File: src/sv/proximity_presence_table_defines.svh
// Assertion macros for the presence table.
// Each macro expands to one labelled concurrent assertion on clk and rst_n.
`ifndef PROXIMITY_PRESENCE_TABLE_DEFINES_SVH
`define PROXIMITY_PRESENCE_TABLE_DEFINES_SVH

// Same-cycle implication
`define PPT_ASSERT_NOW(lbl, ante, cons, msg) \
    lbl: assert property (@(posedge clk) disable iff (!rst_n) (ante) |-> (cons)) \
        else $error(msg);

// Next-cycle implication
`define PPT_ASSERT_NEXT(lbl, ante, cons, msg) \
    lbl: assert property (@(posedge clk) disable iff (!rst_n) (ante) |=> (cons)) \
        else $error(msg);

`endif

File: src/sv/ppt_pkg.sv
`timescale 1ns / 1ps
`default_nettype none

package ppt_pkg;

    // Default parameter values
    localparam int unsigned MAX_DEVICES_DEF     = 16;
    localparam int unsigned COUNTER_INIT_DEF    = 65535;
    localparam int unsigned DEFAULT_TIMEOUT_DEF = 20;

    // Field widths
    localparam int unsigned ADDR_W     = 48;
    localparam int unsigned RSSI_W     = 8;
    localparam int unsigned TICK_W     = 16;
    localparam int unsigned MODE_W     = 3;
    localparam int unsigned PRES_W     = 2;
    localparam int unsigned COUNT_W    = 5;
    localparam int unsigned IN_DATA_W  = 72;
    localparam int unsigned OUT_DATA_W = 24;

    // Item modes
    localparam logic [MODE_W-1:0] MODE_SCAN   = 3'd0;
    localparam logic [MODE_W-1:0] MODE_ADD    = 3'd1;
    localparam logic [MODE_W-1:0] MODE_REMOVE = 3'd2;
    localparam logic [MODE_W-1:0] MODE_TICK   = 3'd3;
    localparam logic [MODE_W-1:0] MODE_SETTO  = 3'd4;
    localparam logic [MODE_W-1:0] MODE_CLEAR  = 3'd5;

    // Presence codes reported on a tick
    localparam logic [PRES_W-1:0] PRES_NOT_TRACKING = 2'd0;
    localparam logic [PRES_W-1:0] PRES_NONE_NEAR    = 2'd1;
    localparam logic [PRES_W-1:0] PRES_SOME_NEAR    = 2'd2;

    // One table entry as held in the memory
    typedef struct packed {
        logic [ADDR_W-1:0] addr;
        logic [RSSI_W-1:0] thr;
        logic [TICK_W-1:0] cnt;
    } entry_t;

endpackage

`default_nettype wire

File: src/sv/proximity_presence_table.sv
`timescale 1ns / 1ps
`default_nettype none
//  Channel  | Direction | Handshake           | Payload
//  ---------+-----------+---------------------+------------------------------------------
//  s_       | in        | s_tvalid / s_tready | tuser: mode; tdata: address, rssi, timeout
//  m_       | out       | m_tvalid / m_tready | tdata: accepted, presence, count, timeout
//
//  An item is taken in idle, then the walk reads one table entry per cycle through
//  the single memory read port, with the read data registered, and the result is
//  loaded last. Clear, unused modes and items on an empty table skip the walk.
//  Reset clears the entry count and loads the default timeout; the table memory
//  is not cleared, as entries at or above the count are never read.
//  A new item is taken in idle even while the last result waits in the output
//  register; a result finished while that register is still full waits for it.

`include "proximity_presence_table_defines.svh"

module proximity_presence_table
    import ppt_pkg::*;
#(
    parameter int unsigned MAX_DEVICES     = MAX_DEVICES_DEF,
    parameter int unsigned COUNTER_INIT    = COUNTER_INIT_DEF,
    parameter int unsigned DEFAULT_TIMEOUT = DEFAULT_TIMEOUT_DEF
)
(
    input  wire logic                  clk,
    input  wire logic                  rst_n,
    input  wire logic                  s_tvalid,
    output logic                       s_tready,
    // [47:0] address, [55:48] rssi, [71:56] timeout_value
    input  wire logic [IN_DATA_W-1:0]  s_tdata,
    // [2:0] mode
    input  wire logic [MODE_W-1:0]     s_tuser,
    output logic                       m_tvalid,
    input  wire logic                  m_tready,
    // [0] accepted, [2:1] presence, [7:3] entry_count, [23:8] timeout_now
    output logic [OUT_DATA_W-1:0]      m_tdata
);

    localparam int unsigned CNT_W = $clog2(MAX_DEVICES + 1);
    localparam int unsigned IDX_W = (MAX_DEVICES > 1) ? $clog2(MAX_DEVICES) : 1;

    localparam logic [1:0] ST_IDLE = 2'd0;
    localparam logic [1:0] ST_WALK = 2'd1;
    localparam logic [1:0] ST_DONE = 2'd2;

    localparam logic [TICK_W-1:0] CNT_INIT = TICK_W'(COUNTER_INIT);

    // Control state
    logic [1:0]        state_reg, state_next;
    logic [CNT_W-1:0]  used_reg, used_next;
    logic [TICK_W-1:0] timeout_reg, timeout_next;
    logic              m_tvalid_reg, m_tvalid_next;
    logic              rd_vld_reg, rd_vld_next;

    // Item and walk payload
    logic [MODE_W-1:0] mode_reg, mode_next;
    logic [ADDR_W-1:0] addr_reg, addr_next;
    logic [RSSI_W-1:0] rssi_reg, rssi_next;
    logic [TICK_W-1:0] tval_reg, tval_next;
    logic [CNT_W-1:0]  ptr_reg, ptr_next;
    logic [CNT_W-1:0]  rd_idx_reg, rd_idx_next;
    logic              found_reg, found_next;
    logic              near_reg, near_next;
    logic              acc_reg, acc_next;
    logic [PRES_W-1:0] pres_reg, pres_next;

    // Output register
    logic              out_acc_reg, out_acc_next;
    logic [PRES_W-1:0] out_pres_reg, out_pres_next;
    logic [COUNT_W-1:0] out_count_reg, out_count_next;
    logic [TICK_W-1:0] out_timeout_reg, out_timeout_next;

    // Table memory
    entry_t            entry_mem [MAX_DEVICES];
    entry_t            rd_data_reg;
    logic              mem_we;
    logic [IDX_W-1:0]  mem_wa;
    entry_t            mem_wd;
    logic [IDX_W-1:0]  mem_ra;
    logic              rd_issue;

    logic              accept;
    logic              last;
    logic              match;
    logic [CNT_W-1:0]  hole_idx;

    assign s_tready = (state_reg == ST_IDLE);
    assign accept   = s_tvalid && s_tready;
    assign m_tvalid = m_tvalid_reg;
    assign m_tdata  = {out_timeout_reg, out_count_reg, out_pres_reg, out_acc_reg};

    assign last     = (rd_idx_reg == used_reg - 1'b1);
    assign match    = (rd_data_reg.addr == addr_reg);
    assign hole_idx = rd_idx_reg - 1'b1;

    // Sequence the walk over the table
    always_comb
    begin
        state_next       = state_reg;
        used_next        = used_reg;
        timeout_next     = timeout_reg;
        m_tvalid_next    = m_tvalid_reg;
        rd_vld_next      = 1'b0;
        mode_next        = mode_reg;
        addr_next        = addr_reg;
        rssi_next        = rssi_reg;
        tval_next        = tval_reg;
        ptr_next         = ptr_reg;
        rd_idx_next      = rd_idx_reg;
        found_next       = found_reg;
        near_next        = near_reg;
        acc_next         = acc_reg;
        pres_next        = pres_reg;
        out_acc_next     = out_acc_reg;
        out_pres_next    = out_pres_reg;
        out_count_next   = out_count_reg;
        out_timeout_next = out_timeout_reg;
        mem_we           = 1'b0;
        mem_wa           = rd_idx_reg[IDX_W-1:0];
        mem_wd           = rd_data_reg;
        mem_ra           = ptr_reg[IDX_W-1:0];
        rd_issue         = 1'b0;

        // Drop the result once taken
        if (m_tvalid_reg && m_tready)
        begin
            m_tvalid_next = 1'b0;
        end

        case (state_reg)
            ST_IDLE:
            begin
                if (accept)
                begin
                    mode_next  = s_tuser;
                    addr_next  = s_tdata[ADDR_W-1:0];
                    rssi_next  = s_tdata[ADDR_W+RSSI_W-1:ADDR_W];
                    tval_next  = s_tdata[IN_DATA_W-1:ADDR_W+RSSI_W];
                    acc_next   = 1'b0;
                    pres_next  = PRES_NOT_TRACKING;
                    near_next  = 1'b0;
                    found_next = 1'b0;
                    ptr_next   = '0;
                    state_next = ST_DONE;
                    case (s_tuser)
                        MODE_SCAN, MODE_REMOVE, MODE_TICK:
                        begin
                            if (used_reg != '0)
                            begin
                                state_next = ST_WALK;
                            end
                        end
                        MODE_ADD:
                        begin
                            if (used_reg != '0)
                            begin
                                state_next = ST_WALK;
                            end
                            else
                            begin
                                // Empty table: append at entry zero
                                mem_we      = 1'b1;
                                mem_wa      = '0;
                                mem_wd.addr = s_tdata[ADDR_W-1:0];
                                mem_wd.thr  = s_tdata[ADDR_W+RSSI_W-1:ADDR_W];
                                mem_wd.cnt  = CNT_INIT;
                                used_next   = CNT_W'(1);
                                acc_next    = 1'b1;
                            end
                        end
                        MODE_SETTO:
                        begin
                            if (s_tdata[IN_DATA_W-1:ADDR_W+RSSI_W] <= CNT_INIT)
                            begin
                                if (used_reg != '0)
                                begin
                                    state_next = ST_WALK;
                                end
                                else
                                begin
                                    timeout_next = s_tdata[IN_DATA_W-1:ADDR_W+RSSI_W];
                                    acc_next     = 1'b1;
                                end
                            end
                        end
                        MODE_CLEAR:
                        begin
                            used_next = '0;
                        end
                        default:
                        begin
                            state_next = ST_DONE;
                        end
                    endcase
                end
            end

            ST_WALK:
            begin
                // Issue the next read
                if (ptr_reg < used_reg)
                begin
                    rd_issue    = 1'b1;
                    ptr_next    = ptr_reg + 1'b1;
                    rd_vld_next = 1'b1;
                    rd_idx_next = ptr_reg;
                end

                // Act on the entry just read: write it back, shift it down or append after it
                if (rd_vld_reg)
                begin
                    case (mode_reg)
                        MODE_SCAN:
                        begin
                            if (match)
                            begin
                                acc_next = 1'b1;
                                if ($signed(rssi_reg) >= $signed(rd_data_reg.thr))
                                begin
                                    mem_we     = 1'b1;
                                    mem_wd.cnt = '0;
                                end
                                state_next = ST_DONE;
                            end
                            else if (last)
                            begin
                                state_next = ST_DONE;
                            end
                        end
                        MODE_ADD:
                        begin
                            if (match)
                            begin
                                mem_we     = 1'b1;
                                mem_wd.thr = rssi_reg;
                                acc_next   = 1'b1;
                                state_next = ST_DONE;
                            end
                            else if (last)
                            begin
                                if (used_reg < CNT_W'(MAX_DEVICES))
                                begin
                                    mem_we      = 1'b1;
                                    mem_wa      = used_reg[IDX_W-1:0];
                                    mem_wd.addr = addr_reg;
                                    mem_wd.thr  = rssi_reg;
                                    mem_wd.cnt  = CNT_INIT;
                                    used_next   = used_reg + 1'b1;
                                    acc_next    = 1'b1;
                                end
                                state_next = ST_DONE;
                            end
                        end
                        MODE_REMOVE:
                        begin
                            // Shift every entry past the hole down by one
                            if (found_reg)
                            begin
                                mem_we = 1'b1;
                                mem_wa = hole_idx[IDX_W-1:0];
                            end
                            else if (match)
                            begin
                                found_next = 1'b1;
                            end
                            if (last)
                            begin
                                if (found_reg || match)
                                begin
                                    used_next = used_reg - 1'b1;
                                    acc_next  = 1'b1;
                                end
                                state_next = ST_DONE;
                            end
                        end
                        MODE_TICK:
                        begin
                            if (rd_data_reg.cnt < timeout_reg)
                            begin
                                mem_we     = 1'b1;
                                mem_wd.cnt = rd_data_reg.cnt + 1'b1;
                                near_next  = 1'b1;
                            end
                            if (last)
                            begin
                                if (near_reg || (rd_data_reg.cnt < timeout_reg))
                                begin
                                    pres_next = PRES_SOME_NEAR;
                                end
                                else
                                begin
                                    pres_next = PRES_NONE_NEAR;
                                end
                                state_next = ST_DONE;
                            end
                        end
                        MODE_SETTO:
                        begin
                            if (rd_data_reg.cnt >= timeout_reg)
                            begin
                                mem_we     = 1'b1;
                                mem_wd.cnt = tval_reg;
                            end
                            if (last)
                            begin
                                timeout_next = tval_reg;
                                acc_next     = 1'b1;
                                state_next   = ST_DONE;
                            end
                        end
                        default:
                        begin
                            state_next = ST_DONE;
                        end
                    endcase
                end

                // Discard any read still in flight
                if (state_next == ST_DONE)
                begin
                    rd_vld_next = 1'b0;
                end
            end

            ST_DONE:
            begin
                // Load the result once the output register is free
                if (!m_tvalid_reg || m_tready)
                begin
                    m_tvalid_next    = 1'b1;
                    out_acc_next     = acc_reg;
                    out_pres_next    = pres_reg;
                    out_count_next   = COUNT_W'(used_reg);
                    out_timeout_next = timeout_reg;
                    state_next       = ST_IDLE;
                end
            end

            default:
            begin
                state_next = ST_IDLE;
            end
        endcase
    end

    // Control registers
    always_ff @(posedge clk or negedge rst_n)
    begin
        if (!rst_n)
        begin
            state_reg    <= ST_IDLE;
            used_reg     <= '0;
            timeout_reg  <= TICK_W'(DEFAULT_TIMEOUT);
            m_tvalid_reg <= 1'b0;
            rd_vld_reg   <= 1'b0;
        end
        else
        begin
            state_reg    <= state_next;
            used_reg     <= used_next;
            timeout_reg  <= timeout_next;
            m_tvalid_reg <= m_tvalid_next;
            rd_vld_reg   <= rd_vld_next;
        end
    end

    // Payload registers
    always_ff @(posedge clk)
    begin
        mode_reg        <= mode_next;
        addr_reg        <= addr_next;
        rssi_reg        <= rssi_next;
        tval_reg        <= tval_next;
        ptr_reg         <= ptr_next;
        rd_idx_reg      <= rd_idx_next;
        found_reg       <= found_next;
        near_reg        <= near_next;
        acc_reg         <= acc_next;
        pres_reg        <= pres_next;
        out_acc_reg     <= out_acc_next;
        out_pres_reg    <= out_pres_next;
        out_count_reg   <= out_count_next;
        out_timeout_reg <= out_timeout_next;
    end

    // Table memory: one write and one registered read per cycle
    always_ff @(posedge clk)
    begin
        if (mem_we)
        begin
            entry_mem[mem_wa] <= mem_wd;
        end
        rd_data_reg <= entry_mem[mem_ra];
    end

    // Checks
    `PPT_ASSERT_NOW(a_used_bound, 1'b1, used_reg <= CNT_W'(MAX_DEVICES), "entry count above table size")
    `PPT_ASSERT_NOW(a_no_rw_clash, mem_we && rd_issue, mem_wa != mem_ra, "write hits entry being read")
    `PPT_ASSERT_NOW(a_write_when_busy, mem_we, (state_reg == ST_WALK) || accept, "table write outside an item")
    `PPT_ASSERT_NEXT(a_used_step, state_reg == ST_WALK, (used_reg == $past(used_reg)) || (used_reg == $past(used_reg) + 1'b1) || (used_reg == $past(used_reg) - 1'b1), "entry count jumped during walk")

endmodule

`default_nettype wire
File: config.mk
export PLATFORM = sky130hd
export DESIGN_NAME = proximity_presence_table
export DESIGN_NICKNAME = d
export VERILOG_FILES = /design/src/sv/ppt_pkg.sv /design/src/sv/proximity_presence_table.sv
export VERILOG_INCLUDE_DIRS = /design/src /design/src/sv
export SDC_FILE = /design/constraint.sdc
export NUM_CORES = 2
export LEC_CHECK = 0
export BUFFER_PORTS_ARGS = -buffer_cell sky130_fd_sc_hd__buf_2
export CAP_MARGIN = 0
export CORE_MARGIN = 2
export CORE_UTILIZATION = 60
export CTS_CLUSTER_DIAMETER = 80
export DETAILED_ROUTE_END_ITERATION = 10
export GPL_ROUTABILITY_DRIVEN = 0
export PLACE_DENSITY = 0.77
export SLEW_MARGIN = 20
export SYNTH_ARGS = -nofsm -noshare
export SYNTH_HDL_FRONTEND = slang
export SYNTH_SLANG_ARGS = --single-unit
File: constraint.sdc
create_clock -name clk -period 20.6 [get_ports clk]
set_input_delay 2.06 -clock clk [delete_from_list [all_inputs] [get_ports clk]]
set_output_delay 2.06 -clock clk [all_outputs]
set_load 0.005 [all_outputs]
==> results.md <==
- Cell count along the critical path: 11
- Max-Cap Viols: 0
- Largest net degree at the start of global routing: between 150 and 200
- Cts bufs inserted: 137
- Worst Path Max Fanout: 43
- Hold Buf Count CTS: 0
- Setup violators final: 0
- Post-Syn Area: 0.0531 sq mm
- # IOs: 105
- Worst rel slew slack: 0.230
- Post-CTS Repair Setup Buffers: 0
- Drt initial violations: about 3400
- Multi-input logic area: around 0.012 sq mm
- M1 GR Usage: 0.390
- CTS clk-pin slew, worst paths: 60 ps
- # H-tree levels: 4
- Vias in the first global route: 27500
- Worst path slowest cell: buf_4
- N_diodes: 0
- Arrival time at the worst endpoint: just under 7000 ps
- Routed WL: 123000 um
- Worst-path cell chain: buf_2, or3b_1, nor4_4, buf_4, o21ai_0, a21oi_1, o31a_1, nand3_1, nor2_4, buf_4, buf_4
- VDD IR-drop max: 0.000121 V
- DIE AREA: 0.0910 sq mm
- Max-slew violations: 0
- Startpoint Class: input pin
- R2R Path End: entry_mem[12][32]
- Global routing met2 resource utilization: 0.447
- FFs w/ async S/R, synth: 0.0183
- Pre-antenna DRT Iters: 8
- GRT Util Overall: 0.278
- Worst EP required: 20950 ps
- GRT overflow: 0
- Clk sink count: 1363
- Yosys cell types: 78
- Syn Nets: 2662
- Clk_skew: 26.2 ps
- Synth Warn #: 0
- Top cell by count, worst path: buf_4
- CTS Root Cell: clkbuf_16
- Max FFs per register: 1152
- Post-Synthesis Cells: 2550
- Worst reg-to-reg setup slack: 14500 ps
- Slowest Stage Delay on Critical Path: 720 ps
- CP Class: in -> reg
- LEAKAGE: 0.0193 uW
- First-pass GRT wire length: 182000 um
- Crit path buf inv count: 4
- Final non-filler cell total: 4005
- Clock buffer depth: 3
- Initial Util: 0.603
- Min cycle time layout: 6550 ps
- Worst r2r src: used_reg[0]
- Fill count: 5309
- DP HPWL: 64800 um
- Worst-skew pair later-pin latency: 740 ps
- Area growth, synth to finish: 12.4%
- GR met3 Demand/Resource: 0.0566
- Critical Path Source: s_tvalid
- Crit path max-delay family: buffers and inverters
- Fin. Hold Viols: 0
- Detail Route Antenna Nets: 0
- Tcrit/Tclk final: 0.318
- Core ar.: 0.0881 sq mm
- RSZ-0062 raised after global routing: false
- Vias/cell: 6.70
- Die Y: 302 um
- Worst Setup EP: entry_mem[12][32]
- CTS tree: yes
- CP endpoint kind: flop
- Global route hottest layer: met2
- Final Net Count: around 2800
- # resized after CTS: 0
- Cell Rows: 109
- Total number of vias: 26900
- Post-synthesis average cell area: 20.8 sq um
- Layout Utilization: 0.678
- Register area share after synthesis: 0.754
- DR DRC count: 0
- Top FF cell, synth: edfxtp_1
- Initial antenna violation count: 2
- Aggregate negative setup slack: 0 ps
- Worst Tran Pin Value: 1160 ps
- Status: complete, no violations
- Placed insts: approximately 3800
- Yosys reg bits: 1363
- Hold crit path type: reg -> reg
- Post-synth EDFFs: 1266
- IO Port Bufs: 104
- DIE WIDTH: 302 um
- Power Dens Cells: between 100 and 150 mW/mm^2
- Reg area: 0.0401 sq mm
- Worst Reg2Reg Path Length in Cells: 12
- Routed wire per std cell: 30.7 um
- Share of cells above drive strength 1: 0.268
- Fmax: 153 MHz
==> cell usage in the layout, fill, tap and decap left out, drive strengths merged, types with 33 or more instances in the layout <==
master,synthesis,final
edfxtp,1266,1266
mux4,360,360
clkbuf,65,201
buf,59,162
nor2,104,104
inv,73,77
dfxtp,72,72
nand2,63,63
xor2,54,54
o21ai,44,44
a21oi,38,38
clkinv,1,38
ha,33,33
==> cells by family after synthesis <==
group	Yosys count	share of synthesized area
simple gates	288	0.0267
buf+inv	198	0.0143
mux	379	0.156
fa+ha+maj	33	0.00777
compound gates	225	0.0302
flops	1363	0.754
xor+xnor	64	0.0105
==> cells in the mapped netlist, types with 8 or more instances <==
master       n  area [sq um]
o21a_1       9          67.6
xor2_1      54           473
o22ai_1     26           163
nor2b_1      8          50.1
nand2b_1    11          68.8
nand2_1     62           233
nand4_1      8          50.1
xnor2_1     10          87.6
nand3_1     13          65.1
o21ai_0     42           210
clkbuf_1    65           244
mux4_2     360          8110
a21oi_1     38           190
buf_1       52           195
mux2i_1     19           190
nor2_1     103           387
dfrtp_1     23           576
dfxtp_1     72          1440
nor4_1      15          93.8
inv_1       73           274
and3_1      10          62.6
nor3_1      24           120
edfxtp_1  1266         38000
o31a_1       8          70.1
ha_1        33           413
a222oi_1    27           270
==> power by group <==
group | internal [uW] | switching [uW]
Clock | 1410 | 1020
Sequential | 3620 | 149
Combinational | 958 | 1340
==> worst reg2reg max path, delay by kind of cell (launching register included) <==
family,cells,cell delay (ps)
AOI/OAI and AO/OA,3,910
adders and majority gates,1,270
buffers and inverters,4,2060
DFF,1,470
and+or+nand+nor,4,1970
==> per-stage QoR <==
step	hold slack, ps	worst slack (ps)	power (uW)	instance area (sq um)
after global routing	432	13920	8840	59700
after CTS	420	14200	8520	59600
after floorplan	400	11490	5400	53100
final	421	14050	8490	59700
after global placement	407	13610	5990	55200
after detailed placement	405	13470	6080	55200
==> worst min-delay path by stage <==
stage | from | end | depth (start not counted)
detailed placement | pres_reg[0] | out_pres_reg[0] | 0
global placement | pres_reg[1] | out_pres_reg[1] | 0
CTS | pres_reg[0] | out_pres_reg[0] | 0
finish | pres_reg[1] | out_pres_reg[1] | 0
floorplan | acc_reg | out_acc_reg | 0
global route | pres_reg[0] | out_pres_reg[0] | 0
==> area by class of cell <==
class,instances,share of cell area
flip-flops and latches,1363,0.671
multi-input cells,989,0.209
inverters,74,0.00469
clock inverters,51,0.00855
well taps,1165,0.0244
clock buffers,201,0.0649
repair buffers,162,0.0174
==> metal layers <==
| metal | wire, um | part of all wire |
|---|---|---|
| met5 | 0 | 0 |
| met2 | 60700 | 0.49 |
| met1 | 46100 | 0.37 |
| met3 | 12500 | 0.10 |
| met4 | 3700 | 0.030 |
(Power assumes the default switching activity.)
